===== config.mk =====
export PLATFORM = sky130hd
export DESIGN_NAME = masked_min_queue_green_arbiter_core
export DESIGN_NICKNAME = d
export VERILOG_FILES = /design/src/sv/mmq_pkg.sv /design/src/sv/mmq_lane.sv /design/src/sv/mmq_merge.sv /design/src/sv/mmq_divider.sv /design/src/sv/masked_min_queue_green_arbiter_core.sv
export SDC_FILE = /design/constraint.sdc
export NUM_CORES = 1
export LEC_CHECK = 0
export BUFFER_PORTS_ARGS = -buffer_cell sky130_fd_sc_hd__buf_2
export CORE_MARGIN = 2
export CORE_UTILIZATION = 57
export DETAILED_ROUTE_END_ITERATION = 10
export PLACE_DENSITY_LB_ADDON = 0.25
export SLEW_MARGIN = 20
export SYNTH_ARGS = -nofsm -noshare
export SYNTH_HDL_FRONTEND = slang
export SYNTH_HIERARCHICAL = 1
export SYNTH_SLANG_ARGS = --single-unit
export TNS_END_PERCENT = 30

===== constraint.sdc =====
create_clock -name clk_i -period 5.5 [get_ports clk_i]
set_input_delay 1.375 -clock clk_i [delete_from_list [all_inputs] [get_ports clk_i]]
set_output_delay 1.375 -clock clk_i [all_outputs]
set_load 0.03 [all_outputs]

===== src/sv/mmq_pkg.sv =====
package mmq_pkg;

  // Bits of each car count that take part in the arbitration.
  localparam int unsigned COUNT_WIDTH = 8;
  localparam int unsigned FieldW      = 8;
  localparam int unsigned CntW        = (COUNT_WIDTH < FieldW) ? COUNT_WIDTH : FieldW;
  localparam int unsigned NumRoads    = 4;
  localparam int unsigned RoadW       = 2;
  localparam int unsigned SumW        = CntW + 2;
  localparam int unsigned CfgW        = 8;
  localparam int unsigned ProdW       = CntW + CfgW;
  localparam int unsigned StepW       = $clog2(ProdW + 1);
  localparam int unsigned GreenW      = 8;

  localparam logic [1:0] RegCycleTime = 2'd0;
  localparam logic [1:0] RegMinGreen  = 2'd1;

  localparam logic [CfgW-1:0] CycleTimeRst = 8'd60;
  localparam logic [CfgW-1:0] MinGreenRst  = 8'd5;

  typedef struct packed {
    logic            eligible;
    logic [CntW-1:0] count;
  } lane_t;

  typedef struct packed {
    logic            eligible;
    logic [RoadW-1:0] road;
    logic [CntW-1:0] count;
  } pick_t;

endpackage


===== src/sv/mmq_lane.sv =====
module mmq_lane import mmq_pkg::*; (
  input  logic [FieldW-1:0] cars_i,
  input  logic              served_i,
  output lane_t             lane_o
);

  assign lane_o.eligible = ~served_i;
  assign lane_o.count    = cars_i[CntW-1:0];

endmodule


===== src/sv/mmq_merge.sv =====
module mmq_merge import mmq_pkg::*; (
  input  lane_t [NumRoads-1:0] lanes_i,
  output pick_t                pick_o
);

  function automatic pick_t better(pick_t a, pick_t b);
    // The lower-indexed side a wins ties.
    if (a.eligible && (!b.eligible || a.count <= b.count)) begin
      return a;
    end
    return b;
  endfunction

  pick_t [NumRoads-1:0] leaf;
  pick_t                lo_pick;
  pick_t                hi_pick;

  always_comb begin
    for (int i = 0; i < NumRoads; i++) begin
      leaf[i].eligible = lanes_i[i].eligible;
      leaf[i].road     = RoadW'(i);
      leaf[i].count    = lanes_i[i].count;
    end
    lo_pick = better(leaf[0], leaf[1]);
    hi_pick = better(leaf[2], leaf[3]);
    pick_o  = better(lo_pick, hi_pick);
  end

endmodule


===== src/sv/mmq_divider.sv =====
module mmq_divider import mmq_pkg::*; (
  input  logic             clk_i,
  input  logic             rst_ni,
  input  logic             start_i,
  input  logic [ProdW-1:0] dividend_i,
  input  logic [SumW-1:0]  divisor_i,
  output logic             done_o,
  output logic [ProdW-1:0] quotient_o
);

  logic [StepW-1:0] step_q, step_d;
  logic             done_q, done_d;
  logic [ProdW-1:0] quot_q, quot_d;
  logic [SumW-1:0]  rem_q, rem_d;
  logic [SumW-1:0]  dvs_q, dvs_d;
  logic [SumW:0]    trial;

  always_comb begin
    step_d = step_q;
    quot_d = quot_q;
    rem_d  = rem_q;
    dvs_d  = dvs_q;
    done_d = 1'b0;
    trial  = {rem_q, quot_q[ProdW-1]};
    if (start_i) begin
      step_d = StepW'(ProdW);
      quot_d = dividend_i;
      rem_d  = '0;
      dvs_d  = divisor_i;
    end else if (step_q != '0) begin
      // One dividend bit per cycle; quotient bits shift in behind it.
      if (trial >= {1'b0, dvs_q}) begin
        rem_d  = SumW'(trial - {1'b0, dvs_q});
        quot_d = {quot_q[ProdW-2:0], 1'b1};
      end else begin
        rem_d  = trial[SumW-1:0];
        quot_d = {quot_q[ProdW-2:0], 1'b0};
      end
      step_d = step_q - StepW'(1);
      done_d = (step_q == StepW'(1));
    end
  end

  always_ff @(posedge clk_i or negedge rst_ni) begin
    if (!rst_ni) begin
      step_q <= '0;
      done_q <= 1'b0;
    end else begin
      step_q <= step_d;
      done_q <= done_d;
    end
  end

  always_ff @(posedge clk_i) begin
    quot_q <= quot_d;
    rem_q  <= rem_d;
    dvs_q  <= dvs_d;
  end

  assign done_o     = done_q;
  assign quotient_o = quot_q;

endmodule


===== src/sv/masked_min_queue_green_arbiter_core.sv =====
// Green phase arbiter for four approaches. Each input item carries the queued
// car counts of north, east, south and west; the block grants the unserved
// approach with the fewest cars (lowest index on ties), marks it served, and
// restarts the served mask once all four have had green. The green time is
// floor(count * cycle_time / (1 + sum of counts)), raised to min_green. An
// item passes these steps from one accept to the next: arbitrate, multiply
// and load the divider, divide in the bit-serial divider one dividend bit at
// a time, take the quotient, and load the output register, which waits until
// the previous result has been taken. The next item is taken once the result
// has moved to the output register, even if it has not been taken yet.
module masked_min_queue_green_arbiter_core import mmq_pkg::*; (
  input  logic        clk_i,
  input  logic        rst_ni,
  input  logic        s_axis_tvalid,
  output logic        s_axis_tready,
  // cars_north [7:0], cars_east [15:8], cars_south [23:16], cars_west [31:24]
  input  logic [31:0] s_axis_tdata,
  output logic        m_axis_tvalid,
  input  logic        m_axis_tready,
  // granted_road [1:0], green_seconds [9:2], mask_was_cleared [10], zero [15:11]
  output logic [15:0] m_axis_tdata,
  input  logic        cfg_we_i,
  input  logic [1:0]  cfg_addr_i,
  input  logic [7:0]  cfg_wdata_i
);

  localparam logic [1:0] S_IDLE = 2'd0;
  localparam logic [1:0] S_MUL  = 2'd1;
  localparam logic [1:0] S_DIV  = 2'd2;
  localparam logic [1:0] S_OUT  = 2'd3;

  logic [1:0]         state_q, state_d;
  logic [NumRoads-1:0] mask_q, mask_d;
  logic [CfgW-1:0]    cycle_q, min_q;
  logic               in_acc;
  logic               out_free;

  logic [NumRoads-1:0] mask_eff;
  logic                clear_now;
  lane_t [NumRoads-1:0] lanes;
  pick_t               pick;
  logic [SumW-1:0]     sum;

  logic [RoadW-1:0]  road_q;
  logic [CntW-1:0]   cnt_q;
  logic [SumW-1:0]   sum_q;
  logic              clr_q;
  logic [GreenW-1:0] green_q;

  logic              div_start;
  logic              div_done;
  logic [ProdW-1:0]  quot;
  logic [ProdW-1:0]  product;

  logic              out_valid_q, out_valid_d;
  logic [15:0]       out_data_q;

  assign in_acc    = s_axis_tvalid && s_axis_tready;
  assign clear_now = &mask_q;
  assign mask_eff  = clear_now ? '0 : mask_q;

  for (genvar g = 0; g < NumRoads; g++) begin : g_lane
    mmq_lane u_lane (
      .cars_i   (s_axis_tdata[g*FieldW +: FieldW]),
      .served_i (mask_eff[g]),
      .lane_o   (lanes[g])
    );
  end

  mmq_merge u_merge (
    .lanes_i (lanes),
    .pick_o  (pick)
  );

  always_comb begin
    sum = '0;
    for (int i = 0; i < NumRoads; i++) begin
      sum = sum + SumW'(lanes[i].count);
    end
  end

  assign product   = ProdW'(cnt_q) * ProdW'(cycle_q);
  assign div_start = (state_q == S_MUL);

  mmq_divider u_div (
    .clk_i      (clk_i),
    .rst_ni     (rst_ni),
    .start_i    (div_start),
    .dividend_i (product),
    .divisor_i  (sum_q + SumW'(1)),
    .done_o     (div_done),
    .quotient_o (quot)
  );

  assign s_axis_tready = (state_q == S_IDLE);
  assign out_free      = !out_valid_q || m_axis_tready;

  always_comb begin
    state_d     = state_q;
    mask_d      = mask_q;
    out_valid_d = out_valid_q && !m_axis_tready;
    unique case (state_q)
      S_IDLE: begin
        if (in_acc) begin
          mask_d  = mask_eff | (NumRoads'(1) << pick.road);
          state_d = S_MUL;
        end
      end
      S_MUL: state_d = S_DIV;
      S_DIV: begin
        if (div_done) begin
          state_d = S_OUT;
        end
      end
      S_OUT: begin
        if (out_free) begin
          out_valid_d = 1'b1;
          state_d     = S_IDLE;
        end
      end
      default: state_d = S_IDLE;
    endcase
  end

  always_ff @(posedge clk_i or negedge rst_ni) begin
    if (!rst_ni) begin
      state_q     <= S_IDLE;
      mask_q      <= '0;
      out_valid_q <= 1'b0;
      cycle_q     <= CycleTimeRst;
      min_q       <= MinGreenRst;
    end else begin
      state_q     <= state_d;
      mask_q      <= mask_d;
      out_valid_q <= out_valid_d;
      if (cfg_we_i && cfg_addr_i == RegCycleTime) begin
        cycle_q <= cfg_wdata_i;
      end
      if (cfg_we_i && cfg_addr_i == RegMinGreen) begin
        min_q <= cfg_wdata_i;
      end
    end
  end

  always_ff @(posedge clk_i) begin
    if (in_acc) begin
      road_q <= pick.road;
      cnt_q  <= pick.count;
      sum_q  <= sum;
      clr_q  <= clear_now;
    end
    // The quotient never exceeds cycle_time, so its low byte is exact.
    if (state_q == S_DIV && div_done) begin
      green_q <= (quot[GreenW-1:0] < min_q) ? min_q : quot[GreenW-1:0];
    end
    if (state_q == S_OUT && out_free) begin
      out_data_q <= {5'b0, clr_q, green_q, road_q};
    end
  end

  assign m_axis_tvalid = out_valid_q;
  assign m_axis_tdata  = out_data_q;

  a_accept_starts : assert property (@(posedge clk_i) disable iff (!rst_ni)
    in_acc |=> (state_q == S_MUL))
    else $error("accepted item did not start the multiply step");

  a_mask_marked : assert property (@(posedge clk_i) disable iff (!rst_ni)
    in_acc |=> (mask_q != '0))
    else $error("served mask empty after a grant");

  a_green_floor : assert property (@(posedge clk_i) disable iff (!rst_ni)
    (state_q == S_OUT) |-> (green_q >= min_q))
    else $error("green time below min_green");

  a_div_only_busy : assert property (@(posedge clk_i) disable iff (!rst_ni)
    div_done |-> (state_q == S_DIV))
    else $error("divider finished outside the divide state");

endmodule


Yosys cells after proc, flatten, opt, wreduce, memory -nomap -nowiden --
Index checks and enable logic that the tools add are counted.
Word-level totals: register bits after elaboration 105, output and inout bits 18, logic and storage cells 90
Operators by class: $add $sub $neg 6, multipliers 1, order comparisons 5, eq/ne operators 8, shift operators 1, mux-type cells 25, bitwise operators 5, reduce and logical (&&, ||, !) cells 23
Operators by type and width (count):
- 11-bit 2-to-1 mux | 4
- 16-bit 2-to-1 mux | 2
- 10-bit 2-to-1 mux | 3
- 8-bit less-or-equal comparator | 3
- 8-bit by 8-bit multiplier with 16-bit output | 1
- 11-bit by 10-bit >= comparator with 1-bit output | 1
- 10-bit by 1-bit adder with 10-bit output, second input constant | 1
- 10-bit by 8-bit adder with 10-bit output | 1
- 9-bit by 8-bit adder with 10-bit output | 1
- 5-bit 2-to-1 mux | 2
- 10-bit subtractor | 1
- 8-bit by 8-bit adder with 9-bit output | 1
- 1-bit logical AND | 9
- 8-bit < comparator | 1
- 1-bit 2-to-1 mux | 8
- 8-bit 2-to-1 mux | 1
- 2-bit one-hot mux with 4 select lines | 1
- 2-bit 2-to-1 mux | 3
- 5-bit by 1-bit == test with 1-bit output, second input constant | 1
- 5-bit nonzero test | 1
- 5-bit by 1-bit subtractor with 5-bit output, second input constant | 1
- 2-bit by 1-bit == test with 1-bit output, second input constant | 2
- 2-bit == test, second input constant | 2
- 2-bit logical NOT | 2
- other kinds (12) | 21

Longest topological paths before layout --
depth after elaboration 13, gate-level depth with buffers 21, mapped depth without buffers 17

Hierarchy --
Netlist, hierarchy kept.
By module, submodules not included:
- masked_min_queue_green_arbiter_core | times used 1, cells an instance 468, area each 5327.6 um^2, sequential area each 1784.2 um^2
- mmq_divider | times used 1, cells an instance 199, area each 2278.4 um^2, sequential area each 1131.1 um^2
- mmq_merge | times used 1, cells an instance 191, area each 1313.8 um^2, sequential area each 0.0 um^2
- mmq_lane | times used 4, cells an instance 9, area each 63.8 um^2, sequential area each 0.0 um^2

Worst setup path after synthesis --
Ideal clock, no wire load.
path type input port to flip-flop, start point input s_axis_tdata[7], end point register mask_q[3], library setup time 122 ps, data arrival time 4615 ps, data required time 5378 ps, slack 763 ps, stages on the path 18, path buffers 4, path through buf_4 -> ha_1 -> nand4_1 -> o21a_1 -> clkbuf_1 -> buf_2 -> a2bb2oi_1 -> and3_1 -> inv_1 -> ha_1 -> nor2b_4 -> o211ai_2 -> a21oi_1 -> a2111oi_2 -> o22ai_1 -> buf_6 -> mux2_4 -> a32o_1
RTL lines:
- from (decl) | RTL line masked_min_queue_green_arbiter_core.sv:17 | input logic [31:0] s_axis_tdata,
- to (signal assigned) | RTL line masked_min_queue_green_arbiter_core.sv:134 | mask_q <= mask_d;
- to (decl) | RTL line masked_min_queue_green_arbiter_core.sv:33 | logic [NumRoads-1:0] mask_q, mask_d;

Worst setup path in the final report --
start point register cycle_q[5], end point register u_div.quot_q[15] (netlist: u_div/quotient_o[15]) (data pin)
On the way: word-level cells in the longest chain between the ends 2
RTL lines:
- from (decl) | RTL line masked_min_queue_green_arbiter_core.sv:34 | logic [CfgW-1:0] cycle_q, min_q;
- from (signal assigned) | RTL line masked_min_queue_green_arbiter_core.sv:130 | cycle_q <= CycleTimeRst;
- from (signal assigned) | RTL line masked_min_queue_green_arbiter_core.sv:137 | cycle_q <= cfg_wdata_i;
- 8-bit by 8-bit multiplier with 16-bit output | RTL line masked_min_queue_green_arbiter_core.sv:82 | assign product = ProdW'(cnt_q) * ProdW'(cycle_q);
- via product[15] | RTL line masked_min_queue_green_arbiter_core.sv:53 | logic [ProdW-1:0] product;
- 16-bit 2-to-1 mux | RTL line mmq_divider.sv:25 | if (start_i) begin
- via u_div.quot_d[15] | RTL line mmq_divider.sv:13 | logic [ProdW-1:0] quot_q, quot_d;
- to (signal assigned) | RTL line mmq_divider.sv:55 | quot_q <= quot_d;
- to (decl) | RTL line mmq_divider.sv:13
The timed path passes the listed nets, and every way through them passes these cells. A chain may end at the register's enable or synchronous reset.

==> key figures <==
CTS
  • CTS Hold Buffers Added: 0
  • Cts repair resizes: 0
  • Inserted Clock Buffers: 9
  • Clock sinks: roughly 110
  • Clock root buffer: clkbuf_16
  • H-tree depth: 3
  • Worst skew pair latency: 0.35 ns
  • CTS tree: yes
  • Reg clk slew, reported paths: roughly 0.070 ns
  • Post-CTS Setup Inserts: 0
  • Clk buf depth: 2

Floorplan
  • Initial Utilization: between 50 and 60%
  • Die width: ~130 µm
  • Io pins: between 60 and 70
  • Row count: 46
  • Core area: between 0.015 and 0.02 mm²
  • Die Area: 0.0171 mm²
  • Die Ht: 131 µm

Synthesis
  • YS warnings: 6
  • Synthesized netlist cell count: between 800 and 900
  • Synthesized area: 0.00917 mm²
  • Post-Syn Area per Cell: around 10 µm²

STA
  • Setup TNS: 0 ns
  • Worst setup margin: around 0.82 ns
  • Fin crit share: between 80% and 90%
  • Pins over their slew limit: 0
  • Endpoints failing hold: 0
  • Min cycle time layout: between 4 and 5 ns
  • Final setup violation count: 0
  • Peak Freq: 0.214 GHz
  • Measured slew at the worst slew-check pin: ~1.1 ns
  • Slew headroom: around 27%
  • RSZ-0062 raised after global routing: false
  • Clock skew: around 0.0057 ns

Placed design
  • HPWL Detailed: 13.9 mm
  • DP Worst Slack: 0.542 ns
  • PortBufs: just under 60
  • GP Congestion: ~0.86

Min path
  • HP Class: reg -> reg

GRT
  • Antenna violations before repair: 0
  • All-Layer GR Usage: approximately 22%
  • First-pass GRT wire length: 29.7 mm
  • Overflow after GRT: 0
  • Largest net degree at the start of global routing: 44
  • Vias in the first global route: 6124

Layout
  • # diodes: 0
  • Most common library cell in the layout ignoring fill and taps: inv_1
  • Most frequent cells in the layout: 113 x inv_1, 93 x ha_1, 68 x nand2_1, 66 x edfxtp_1, 59 x buf_2
  • Area delta synth->final: 5.72%
  • Final core occ: 61.2%
  • Nets@finish: around 1100
  • Ratio of cells with drive above 1 in the final layout: between 15 and 20%

Detailed routing
  • Total wire length: approximately 18 mm
  • Total number of vias: between 6000 and 7000
  • Pre-antenna DRT Iters: 5
  • Post-route ant nets: 0
  • First DRT Iteration DRCs: just under 400
  • Number of remaining DRC errors: 0
  • WL per Instance: between 15 and 20 µm
  • DR vias/cell: roughly 5.5

Setup path
  • Startpoint types: flip-flop
  • Crit path required time: ~5.6 ns
  • Arrival time worst endpoint: ~4.8 ns
  • CP endpoint kind: flip-flop
  • Critical path class: reg -> reg
  • Crit path max fanout: 9

Status
  • Status: finished clean

Flow run
  • Max-cap check violation count: 0
[per-layer routing]
metal,routed length [µm],GRT usage (%),vias up
met4,295,6.76,0
met1,8450,30.6,3011
met2,8380,36.6,139
met5,0,0,-
li1,-,-,3104
met3,680,2.97,23
[cell type report]
| type | instances | area (µm²) |
|---|---|---|
| repair buffers | 62 | 318 |
| multi-input cells | 624 | 5480 |
| fillers | 1294 | 6140 |
| well taps | 216 | 270 |
| clock buffers | 10 | 229 |
| flip-flops and latches | 105 | 2920 |
| clock inverters | 6 | 50.0 |
| inverters | 114 | 428 |
[path summary, 6_finish.rpt]
check	startpoint	to	slack [ns]	cells past startpoint
worst max-delay path	cycle_q[5]$_DFFE_PN1P_	u_div/quotient_o[15]$_DFFE_PP_	0.82	16
worst min-delay path	green_q[5]$_DFFE_PP_	m_axis_tdata[7]$_DFFE_PP_	0.42	0
worst max register to register	cycle_q[5]$_DFFE_PN1P_	u_div/quotient_o[15]$_DFFE_PP_	0.82	16
worst min register to register	green_q[5]$_DFFE_PP_	m_axis_tdata[7]$_DFFE_PP_	0.42	0
max in group asynchronous	rst_ni	u_div/step_q[2]$_DFFE_PN0P_	4.00	1
min in group asynchronous	rst_ni	min_q[6]$_DFFE_PN0P_	1.06	1
[stage by stage]
stage | instances | area, µm² | hold slack [ns]
after floorplan | 897 | 9180 | 0.400
after global placement | 1121 | 9410 | 0.401
after detailed placement | 1121 | 9410 | 0.405
after CTS | 1137 | 9690 | 0.423
after global routing | 1137 | 9690 | 0.427
final | 1137 | 9690 | 0.424
[sequential cells by signal, summed over array words and instances (netlist names), 5 cells and up]
signal and cells:
u_div/quotient_o 16, m_axis_tdata 11, sum_q 10, u_div/dvs_q 10, u_div/rem_q 10, cnt_q 8
cycle_q 8, green_q 8, min_q 8, u_div/step_q 5
[worst max-delay path: stages (launching register included)]
cell and delay [ns]:
dfstp_2 0.65, nand2_1 0.09, fa_1 0.48, fa_1 0.54, inv_1 0.06, fa_1 0.52
inv_1 0.05, fa_1 0.52, inv_1 0.04, ha_1 0.34, o21a_1 0.13, o31a_1 0.14
o21ai_2 0.26, o21ai_1 0.11, a21oi_2 0.15, xnor2_1 0.08, mux2_2 0.27
Power is not shown: default switching activity piles up to over one toggle a cycle in this logic, so the estimate is an artifact.
